===== config.mk =====
export PLATFORM = sky130hd
export DESIGN_NAME = disk_request_scheduler
export DESIGN_NICKNAME = d
export VERILOG_FILES = /design/src/dsched_pkg.sv /design/src/disk_request_scheduler.sv /design/src/dsched_ctrl.sv /design/src/dsched_dp.sv
export SDC_FILE = /design/constraint.sdc
export NUM_CORES = 2
export LEC_CHECK = 0
export BUFFER_PORTS_ARGS = -buffer_cell sky130_fd_sc_hd__buf_2
export CAP_MARGIN = 20
export CORE_MARGIN = 10
export CORE_UTILIZATION = 57
export DETAILED_ROUTE_END_ITERATION = 8
export HOLD_SLACK_MARGIN = 0.06
export PLACE_DENSITY = 0.76
export SYNTH_ARGS = -nofsm -noshare
export SYNTH_HDL_FRONTEND = slang
export SYNTH_HIERARCHICAL = 1
export SYNTH_SLANG_ARGS = --single-unit

===== constraint.sdc =====
create_clock -name clock -period 6.3 [get_ports clock]
set_input_delay 1.26 -clock clock [delete_from_list [all_inputs] [get_ports clock]]
set_output_delay 1.26 -clock clock [all_outputs]
set_load 0.005 [all_outputs]

===== src/dsched_pkg.sv =====
// ----------------------------------------------------------------------------
// dsched_pkg
// shared types, widths, mode codes and controller interface for the disk
// request scheduler
// ----------------------------------------------------------------------------
`default_nettype none

package dsched_pkg;

   localparam int MAX_REQUESTS = 64;
   localparam int CYLINDERS    = 7400;
   localparam int POS_W        = 13;
   localparam int IDX_W        = $clog2(MAX_REQUESTS);
   localparam int CNT_W        = $clog2(MAX_REQUESTS + 1);

   localparam logic [2:0] MODE_LOAD   = 3'd0;
   localparam logic [2:0] MODE_CLEAR  = 3'd1;
   localparam logic [2:0] MODE_NEAR   = 3'd2;
   localparam logic [2:0] MODE_SWEEP  = 3'd3;
   localparam logic [2:0] MODE_AHEAD  = 3'd4;
   localparam logic [2:0] MODE_MARK   = 3'd5;

   typedef struct packed {
      logic [2:0]       mode;
      logic [POS_W-1:0] position;
      logic             direction;
      logic             take;
   } req_type;

   typedef struct packed {
      logic             found;
      logic [IDX_W-1:0] entry_index;
      logic [POS_W-1:0] distance;
      logic [CNT_W-1:0] served_count;
      logic [POS_W-1:0] last_pos;
      logic             all_done;
      logic             status;
   } rsp_type;

   typedef struct packed {
      logic capture;
      logic do_load;
      logic do_clear;
      logic i_clear;
      logic i_inc;
      logic j_clear;
      logic j_inc;
      logic rd_j;
      logic eval;
      logic latch_cur;
      logic serve;
      logic finish;
      logic respond;
   } cmd_type;

   typedef struct packed {
      logic [2:0] op;
      logic       empty;
      logic       last_i;
      logic       i_zero;
      logic       last_j;
      logic       cand;
      logic       hit;
      logic       dup;
   } stat_type;

endpackage

`default_nettype wire


===== src/disk_request_scheduler.sv =====
// ----------------------------------------------------------------------------
// disk_request_scheduler
// sstf and scan service over a table of up to 64 cylinder requests
// ----------------------------------------------------------------------------
// A word is taken when start is high and busy is low; busy stays high until
// the single response word has been shown on rsp_data for one cycle with
// rsp_valid high, and the receiver cannot stall it. Load, clear and unused
// modes go straight from dispatch to the response. Nearest, ahead and mark
// read the table one entry at a time through the single memory read port,
// each entry being read and then evaluated; ahead and mark stop at the first
// hit. A sweep also searches the earlier entries for each in-range candidate.
// There is no clearing pass after reset.
`default_nettype none

module disk_request_scheduler #(
   parameter int CYLINDERS = dsched_pkg::CYLINDERS
) (
   input  wire                      clock,
   input  wire                      reset,
   input  wire                      start,
   output logic                     busy,
   input  wire dsched_pkg::req_type req_data,
   output logic                     rsp_valid,
   output dsched_pkg::rsp_type      rsp_data
);

   dsched_pkg::cmd_type  cmd;
   dsched_pkg::stat_type stat;

   dsched_ctrl u_ctrl (
      .clock (clock),
      .reset (reset),
      .start (start),
      .busy  (busy),
      .stat  (stat),
      .cmd   (cmd)
   );

   dsched_dp #(
      .CYLINDERS (CYLINDERS)
   ) u_dp (
      .clock (clock),
      .reset (reset),
      .req   (req_data),
      .cmd   (cmd),
      .stat  (stat),
      .rsp   (rsp_data)
   );

   assign rsp_valid = cmd.respond;

endmodule

`default_nettype wire


===== src/dsched_ctrl.sv =====
// ----------------------------------------------------------------------------
// dsched_ctrl
// sequencer that walks the request table one entry at a time and, for a
// sweep, searches earlier entries for a same-cylinder entry served this pass
// ----------------------------------------------------------------------------
`default_nettype none

module dsched_ctrl (
   input  wire                       clock,
   input  wire                       reset,
   input  wire                       start,
   output logic                      busy,
   input  wire dsched_pkg::stat_type stat,
   output dsched_pkg::cmd_type       cmd
);

   localparam logic [3:0] S_IDLE  = 4'd0;
   localparam logic [3:0] S_DISP  = 4'd1;
   localparam logic [3:0] S_RD    = 4'd2;
   localparam logic [3:0] S_EVAL  = 4'd3;
   localparam logic [3:0] S_SERVE = 4'd4;
   localparam logic [3:0] S_JRD   = 4'd5;
   localparam logic [3:0] S_JEV   = 4'd6;
   localparam logic [3:0] S_FIN   = 4'd7;
   localparam logic [3:0] S_RESP  = 4'd8;

   logic [3:0] state_ff;
   logic [3:0] state_in;
   logic [3:0] adv_state;
   logic       adv_inc;

   always_comb begin
      adv_state = stat.last_i ? S_FIN : S_RD;
      adv_inc   = !stat.last_i;
   end

   always_comb begin
      cmd      = '0;
      state_in = state_ff;
      unique case (state_ff)
         S_IDLE: begin
            if (start) begin
               cmd.capture = 1'b1;
               state_in    = S_DISP;
            end
         end
         S_DISP: begin
            unique case (stat.op) inside
               dsched_pkg::MODE_LOAD: begin
                  cmd.do_load = 1'b1;
                  state_in    = S_RESP;
               end
               dsched_pkg::MODE_CLEAR: begin
                  cmd.do_clear = 1'b1;
                  state_in     = S_RESP;
               end
               dsched_pkg::MODE_NEAR, dsched_pkg::MODE_SWEEP,
               dsched_pkg::MODE_AHEAD, dsched_pkg::MODE_MARK: begin
                  cmd.i_clear = 1'b1;
                  state_in    = stat.empty ? S_RESP : S_RD;
               end
               default: state_in = S_RESP;
            endcase
         end
         S_RD: state_in = S_EVAL;
         S_EVAL: begin
            cmd.eval = 1'b1;
            if ((stat.op == dsched_pkg::MODE_AHEAD || stat.op == dsched_pkg::MODE_MARK)
                && stat.hit) begin
               state_in = S_FIN;
            end else if (stat.op == dsched_pkg::MODE_SWEEP && stat.cand) begin
               cmd.latch_cur = 1'b1;
               if (stat.i_zero) begin
                  state_in = S_SERVE;
               end else begin
                  cmd.j_clear = 1'b1;
                  state_in    = S_JRD;
               end
            end else begin
               cmd.i_inc = adv_inc;
               state_in  = adv_state;
            end
         end
         S_SERVE: begin
            cmd.serve = 1'b1;
            cmd.i_inc = adv_inc;
            state_in  = adv_state;
         end
         S_JRD: begin
            cmd.rd_j = 1'b1;
            state_in = S_JEV;
         end
         S_JEV: begin
            if (stat.dup) begin
               cmd.i_inc = adv_inc;
               state_in  = adv_state;
            end else if (stat.last_j) begin
               state_in = S_SERVE;
            end else begin
               cmd.j_inc = 1'b1;
               state_in  = S_JRD;
            end
         end
         S_FIN: begin
            cmd.finish = 1'b1;
            state_in   = S_RESP;
         end
         S_RESP: begin
            cmd.respond = 1'b1;
            state_in    = S_IDLE;
         end
         default: state_in = S_IDLE;
      endcase
   end

   always_ff @(posedge clock) begin
      if (reset) begin
         state_ff <= S_IDLE;
      end else begin
         state_ff <= state_in;
      end
   end

   assign busy = (state_ff != S_IDLE);

`ifndef SYNTH
   a_accept_busy: assert property (@(posedge clock) disable iff (reset)
      (start && !busy) |=> busy)
      else $error("accepted word did not make the block busy");
   a_resp_idle: assert property (@(posedge clock) disable iff (reset)
      cmd.respond |=> !busy)
      else $error("block still busy after its response");
   a_serve_from: assert property (@(posedge clock) disable iff (reset)
      (state_ff == S_SERVE) |-> ($past(state_ff) == S_EVAL || $past(state_ff) == S_JEV))
      else $error("serve step entered from an unexpected state");
`endif

endmodule

`default_nettype wire


===== src/dsched_dp.sv =====
// ----------------------------------------------------------------------------
// dsched_dp
// request table, served flags, one-read-port cylinder memory and the
// per-entry compare and update logic
// ----------------------------------------------------------------------------
`default_nettype none

module dsched_dp #(
   parameter int CYLINDERS = dsched_pkg::CYLINDERS
) (
   input  wire                      clock,
   input  wire                      reset,
   input  wire dsched_pkg::req_type req,
   input  wire dsched_pkg::cmd_type cmd,
   output dsched_pkg::stat_type     stat,
   output dsched_pkg::rsp_type      rsp
);

   localparam int MAXR  = dsched_pkg::MAX_REQUESTS;
   localparam int IDX_W = dsched_pkg::IDX_W;
   localparam int CNT_W = dsched_pkg::CNT_W;
   localparam int POS_W = dsched_pkg::POS_W;

   logic [POS_W-1:0] cyl_mem [MAXR];
   logic [POS_W-1:0] rd_data_ff;
   logic [IDX_W-1:0] rd_addr;

   logic [2:0]       mode_ff, mode_in;
   logic [POS_W-1:0] pos_ff, pos_in;
   logic             dir_ff, dir_in;
   logic             take_ff, take_in;
   logic [CNT_W-1:0] count_ff, count_in;
   logic [MAXR-1:0]  served_ff, served_in;
   logic [MAXR-1:0]  now_ff, now_in;
   logic [IDX_W-1:0] i_ff, i_in;
   logic [IDX_W-1:0] j_ff, j_in;
   logic [POS_W-1:0] cur_ff, cur_in;
   logic [POS_W-1:0] best_ff, best_in;
   logic [IDX_W-1:0] best_idx_ff, best_idx_in;
   logic             found_ff, found_in;
   logic [CNT_W-1:0] cnt_ff, cnt_in;
   logic [POS_W-1:0] last_ff, last_in;
   logic             hit_ff, hit_in;
   logic             full_ff, full_in;

   logic [POS_W-1:0] gap;
   logic             full_now;
   logic [MAXR-1:0]  valid;
   logic             below_end;

   assign rd_addr = cmd.rd_j ? j_ff : i_ff;
   assign full_now = (count_ff >= CNT_W'(MAXR));

   always_ff @(posedge clock) begin
      if (cmd.do_load && !full_now) begin
         cyl_mem[count_ff[IDX_W-1:0]] <= pos_ff;
      end
      rd_data_ff <= cyl_mem[rd_addr];
   end

   always_comb begin
      gap       = (rd_data_ff > pos_ff) ? (rd_data_ff - pos_ff) : (pos_ff - rd_data_ff);
      below_end = (32'(rd_data_ff) < 32'(CYLINDERS));
      for (int k = 0; k < MAXR; k++) begin
         valid[k] = (CNT_W'(k) < count_ff);
      end
   end

   always_comb begin
      stat.op     = mode_ff;
      stat.empty  = (count_ff == '0);
      stat.last_i = ((CNT_W'(i_ff) + CNT_W'(1)) == count_ff);
      stat.i_zero = (i_ff == '0);
      stat.last_j = ((j_ff + IDX_W'(1)) == i_ff);
      stat.cand   = !served_ff[i_ff] &&
                    (dir_ff ? (rd_data_ff <= pos_ff) : (rd_data_ff >= pos_ff && below_end));
      stat.dup    = now_ff[j_ff] && (rd_data_ff == cur_ff);
      if (mode_ff == dsched_pkg::MODE_MARK) begin
         stat.hit = (rd_data_ff == pos_ff);
      end else begin
         stat.hit = !served_ff[i_ff] &&
                    (dir_ff ? (rd_data_ff < pos_ff) : (rd_data_ff > pos_ff));
      end
   end

   always_comb begin
      mode_in     = mode_ff;
      pos_in      = pos_ff;
      dir_in      = dir_ff;
      take_in     = take_ff;
      count_in    = count_ff;
      served_in   = served_ff;
      now_in      = now_ff;
      i_in        = i_ff;
      j_in        = j_ff;
      cur_in      = cur_ff;
      best_in     = best_ff;
      best_idx_in = best_idx_ff;
      found_in    = found_ff;
      cnt_in      = cnt_ff;
      last_in     = last_ff;
      hit_in      = hit_ff;
      full_in     = full_ff;

      if (cmd.capture) begin
         mode_in     = req.mode;
         pos_in      = req.position;
         dir_in      = req.direction;
         take_in     = req.take;
         now_in      = '0;
         best_in     = '0;
         best_idx_in = '0;
         found_in    = 1'b0;
         cnt_in      = '0;
         last_in     = req.position;
         hit_in      = 1'b0;
         full_in     = 1'b0;
      end
      if (cmd.do_load) begin
         if (full_now) begin
            full_in = 1'b1;
         end else begin
            served_in[count_ff[IDX_W-1:0]] = 1'b0;
            count_in = count_ff + CNT_W'(1);
         end
      end
      if (cmd.do_clear) begin
         count_in  = '0;
         served_in = '0;
      end
      if (cmd.i_clear) i_in = '0;
      if (cmd.i_inc)   i_in = i_ff + IDX_W'(1);
      if (cmd.j_clear) j_in = '0;
      if (cmd.j_inc)   j_in = j_ff + IDX_W'(1);
      if (cmd.latch_cur) cur_in = rd_data_ff;
      if (cmd.eval) begin
         case (mode_ff)
            dsched_pkg::MODE_NEAR: begin
               if (!served_ff[i_ff] && (!found_ff || gap < best_ff)) begin
                  found_in    = 1'b1;
                  best_in     = gap;
                  best_idx_in = i_ff;
               end
            end
            dsched_pkg::MODE_AHEAD: begin
               if (stat.hit) found_in = 1'b1;
            end
            dsched_pkg::MODE_MARK: begin
               if (stat.hit) begin
                  found_in          = 1'b1;
                  served_in[i_ff]   = 1'b1;
               end
            end
            default: ;
         endcase
      end
      if (cmd.serve) begin
         now_in[i_ff] = 1'b1;
         cnt_in       = cnt_ff + CNT_W'(1);
         hit_in       = 1'b1;
         if (!hit_ff || (dir_ff ? (cur_ff < last_ff) : (cur_ff > last_ff))) begin
            last_in = cur_ff;
         end
      end
      if (cmd.finish) begin
         if (mode_ff == dsched_pkg::MODE_NEAR && take_ff && found_ff) begin
            served_in[best_idx_ff] = 1'b1;
         end
         if (mode_ff == dsched_pkg::MODE_SWEEP) begin
            served_in = served_ff | now_ff;
         end
      end
   end

   always_ff @(posedge clock) begin
      if (reset) begin
         count_ff  <= '0;
         served_ff <= '0;
      end else begin
         count_ff  <= count_in;
         served_ff <= served_in;
      end
      mode_ff     <= mode_in;
      pos_ff      <= pos_in;
      dir_ff      <= dir_in;
      take_ff     <= take_in;
      now_ff      <= now_in;
      i_ff        <= i_in;
      j_ff        <= j_in;
      cur_ff      <= cur_in;
      best_ff     <= best_in;
      best_idx_ff <= best_idx_in;
      found_ff    <= found_in;
      cnt_ff      <= cnt_in;
      last_ff     <= last_in;
      hit_ff      <= hit_in;
      full_ff     <= full_in;
   end

   always_comb begin
      rsp              = '0;
      rsp.all_done     = ~|(valid & ~served_ff);
      rsp.found        = found_ff && (mode_ff == dsched_pkg::MODE_NEAR ||
                                      mode_ff == dsched_pkg::MODE_AHEAD ||
                                      mode_ff == dsched_pkg::MODE_MARK);
      if (mode_ff == dsched_pkg::MODE_NEAR && found_ff) begin
         rsp.entry_index = best_idx_ff;
         rsp.distance    = best_ff;
      end
      if (mode_ff == dsched_pkg::MODE_SWEEP) begin
         rsp.served_count = cnt_ff;
         rsp.last_pos     = last_ff;
      end
      rsp.status = (mode_ff == dsched_pkg::MODE_LOAD) && full_ff;
   end

`ifndef SYNTH
   a_eval_in_table: assert property (@(posedge clock) disable iff (reset)
      cmd.eval |-> (CNT_W'(i_ff) < count_ff))
      else $error("table entry read beyond the fill count");
   a_count_range: assert property (@(posedge clock) disable iff (reset)
      count_ff <= CNT_W'(MAXR))
      else $error("fill count above table depth");
   a_serve_once: assert property (@(posedge clock) disable iff (reset)
      cmd.serve |-> !now_ff[i_ff])
      else $error("entry served twice in one sweep");
`endif

endmodule

`default_nettype wire

==> results.json <==
{
  "tightest_slew_ns": 1.26,
  "ant_nets": 0,
  "synthArstFlopShare_pct": 0,
  "holdPathStages": 2,
  "root_buffer": "clkbuf_16",
  "worstPathMaxFanout": 20,
  "final_cell_mix": "edfxtp_1 (882), mux4_2 (236), nand2_1 (230)",
  "drive_gt1_share_pct": 20.1,
  "core_area_um2": 80700,
  "io_pins": 65,
  "synth_top_area_cell": "edfxtp_1",
  "fin_cells": 4420,
  "p_leak_nw": 17.3,
  "wl_per_cell_um": 31.9,
  "drt_iter0_markers": 4174,
  "clkLatencyLatePin_ns": 0.70,
  "rr_worst_depth": 19,
  "synth_top_area_share_pct": 56.9,
  "dp.cells": 4216,
  "grt_max_degree": 105,
  "critPathCaptureType": "flip-flop",
  "rows": 104,
  "multi_input_area_um2": 15100,
  "yosys_warnings": 6,
  "setup_tns_ns": 0,
  "finalSetupViolations": 0,
  "period_minus_slack_ns": 5.74,
  "relSlewSlack_pct": 15.4,
  "fill_cells": 5560,
  "max_stage_delay_ns": 0.58,
  "ys_seq_area_share_pct": 64.9,
  "required_ns": 6.87,
  "critPathMostFrequentCell": "a21o_1",
  "final_nets": 3349,
  "dr.pass1.iters": 6,
  "drt_drc_violations_left": 0,
  "holdWs_ns": 0.484,
  "fin_skew_ns": 0.0633,
  "hold_viol_final": 0,
  "synth_edf_count": 882,
  "antenna_found_initial": 4,
  "crit_type": "reg2reg",
  "peakVddDrop_mv": 0.242,
  "fin_util_pct": 64.6,
  "p_total_w": 0.0160,
  "dieHeight_um": 306,
  "fin_crit_sh_pct": 91.2,
  "ys_ff_latch": 1069,
  "worstPathArrival_ns": 6.32,
  "cp_slowest_cell": "nor2_2",
  "port-buffer-count": 64,
  "fp.dieArea_um2": 93500,
  "grt_pass1_wl_mm": 206,
  "seqCellArea_um2": 30200,
  "worstSetupStartpointType": "flip-flop",
  "hold_class": "reg2reg",
  "syn_to_final_growth_pct": 12.0,
  "grt_use_total_pct": 29.6,
  "synth_nets": 3255,
  "cp.buffers_inverters": 2,
  "p_per_area_nw_per_um2": 306,
  "path_cells": "inv_1, ha_1, nand3_1, nor3b_1, and2_1, a221oi_4, nor2_2, o211ai_1, or3_1, and2_1, ha_1, a21o_1, a21o_1, a21o_1, nor4b_1, o211ai_1, nor2_2, buf_4, mux2_2",
  "drv_cap": 0,
  "cts_buffer_depth": 3,
  "postSynthAreaPerCell_um2": 14.7,
  "cts_resized": 0,
  "synth-main-ff-cell": "edfxtp_1",
  "slew_violations": 0,
  "rsz0062_at_grt": "false",
  "cp_num_cells": 19,
  "max_freq_ghz": 0.174,
  "wirelength_mm": 141,
  "h-tree-depth": 3,
  "cts_sinks": 1069,
  "ys_types": 89,
  "netlist_instances": 3175,
  "outcome": "complete, no violations",
  "gp_congestion": 0.990,
  "dp_hpwl_mm": 89.3,
  "die_w_um": 306,
  "synthTopCellsByArea": "edfxtp_1 (57%), mux4_2 (11%), dfxtp_1 (8.0%), nand2_1 (1.9%), nor3_1 (1.6%)",
  "cts_tree": "built",
  "numCtsBuffers": 104,
  "syn_area_um2": 46500,
  "start_util_pct": 57.7,
  "critPathTopFamily": "simple AND/OR/NAND/NOR gates",
  "grt_pass1_vias": 29800,
  "layout_commonest_cell": "edfxtp_1",
  "clk_pin_slew_worst_paths_ns": 0.06,
  "post_drt_via_cell_ratio": 6.87,
  "grt-ovfl-total": 0,
  "via_count": 30400
}
-- what timing repair did --
| item | CTS | global route |
|---|---|---|
| hold buffers | 0 | 0 |
| buffers inserted | 0 | 2 |
| endpoints found under the setup margin | 0 | 3 |
-- synth_stat cells, drive strengths merged, types with 4 or more instances --
| library cell | instances |
|---|---|
| edfxtp | 882 |
| mux4 | 236 |
| nand2 | 232 |
| dfxtp | 187 |
| nor3 | 152 |
| inv | 144 |
| a21oi | 137 |
| nor2 | 127 |
| clkbuf | 126 |
| and2 | 81 |
| buf | 77 |
| a211oi | 75 |
| o22ai | 66 |
| o21ai | 62 |
| ha | 57 |
| o221ai | 56 |
| a31oi | 35 |
| nand3 | 35 |
| a311oi | 34 |
| nor2b | 30 |
| xnor2 | 29 |
| and3 | 28 |
| mux2 | 28 |
| a21o | 25 |
| mux2i | 24 |
| o211ai | 24 |
| xor2 | 20 |
| nand2b | 18 |
| nand4 | 17 |
| a22oi | 10 |
| or2 | 10 |
| nor4 | 9 |
| or3 | 7 |
| a211o | 5 |
| nand3b | 5 |
| nor3b | 5 |
| o31ai | 5 |
| a2111oi | 4 |
| a32oi | 4 |
| maj3 | 4 |
| nor4b | 4 |
| o2111ai | 4 |
| o21a | 4 |
-- tightest hold or removal path, cell delays in order (launching register included) --
cell     delay, ns
dfxtp_1       0.32
inv_1         0.05
o22ai_1       0.06
-- stage by stage --
stage / setup slack [ns] / area (µm²)
after floorplan: 0.315 / 46500
after global placement: 0.413 / 48400
after detailed placement: 0.389 / 48500
after CTS: 0.368 / 52000
after global routing: 0.132 / 52100
final: 0.556 / 52100
-- path summary, 6_finish.rpt --
| kind | from | endpoint | slack (ns) |
|---|---|---|---|
| worst min register to register | u_dp/now_ff[61] | u_dp/now_ff[61] | 0.48 |
| worst min-delay path | u_dp/now_ff[61] | u_dp/now_ff[61] | 0.48 |
| worst max-delay path | u_dp/rd_data_ff[11] | u_dp/best_ff[5] | 0.56 |
| worst max register to register | u_dp/rd_data_ff[11] | u_dp/best_ff[5] | 0.56 |
-- kinds of logic after synthesis --
logic type,count (synthesis),share of synthesized area (%)
buffers and inverters,349,3.04
and+or+nand+nor,775,8.21
adders and majority gates,63,1.70
muxes,288,12.6
DFF,1069,64.9
xor gates and xnor gates,49,0.922
AOI/OAI and AO/OA,582,8.54
-- cell type report --
| class | instances | area share [%] |
|---|---|---|
| flip-flops and latches | 1069 | 58.0 |
| multi-input cells | 1757 | 28.9 |
| clock buffers | 127 | 5.40 |
| repair buffers | 191 | 2.71 |
| well taps | 1060 | 2.54 |
| clock inverters | 69 | 1.41 |
| inverters | 146 | 1.05 |
| diodes | 1 | 0.00480 |
-- where the power goes --
group	switching (W)	internal, W
Clock	0.00276	0.00362
Combinational	0.00111	0.000611
Sequential	0.0000762	0.00780
-- registers in the layout (all words and copies together) (netlist names), 3 cells and up --
signal            count
u_dp/rd_data_ff      13
u_dp/cyl_mem        832
u_ctrl/state_ff       4
u_dp/best_idx_ff      6
u_dp/last_ff         13
u_dp/cnt_ff           7
u_dp/pos_ff          13
u_dp/cur_ff          13
u_dp/served_ff       64
u_dp/best_ff         13
u_dp/count_ff         7
u_dp/mode_ff          3
u_dp/i_ff             6
u_dp/now_ff          64
u_dp/j_ff             6
-- routing by layer --
| layer | wire, µm | track usage (%) |
|---|---|---|
| met1 | 53700 | 40.9 |
| met2 | 65900 | 46.0 |
| met3 | 15100 | 5.43 |
| met4 | 6400 | 13.1 |
| met5 | 23 | 0 |
(Power assumes the default switching activity.)
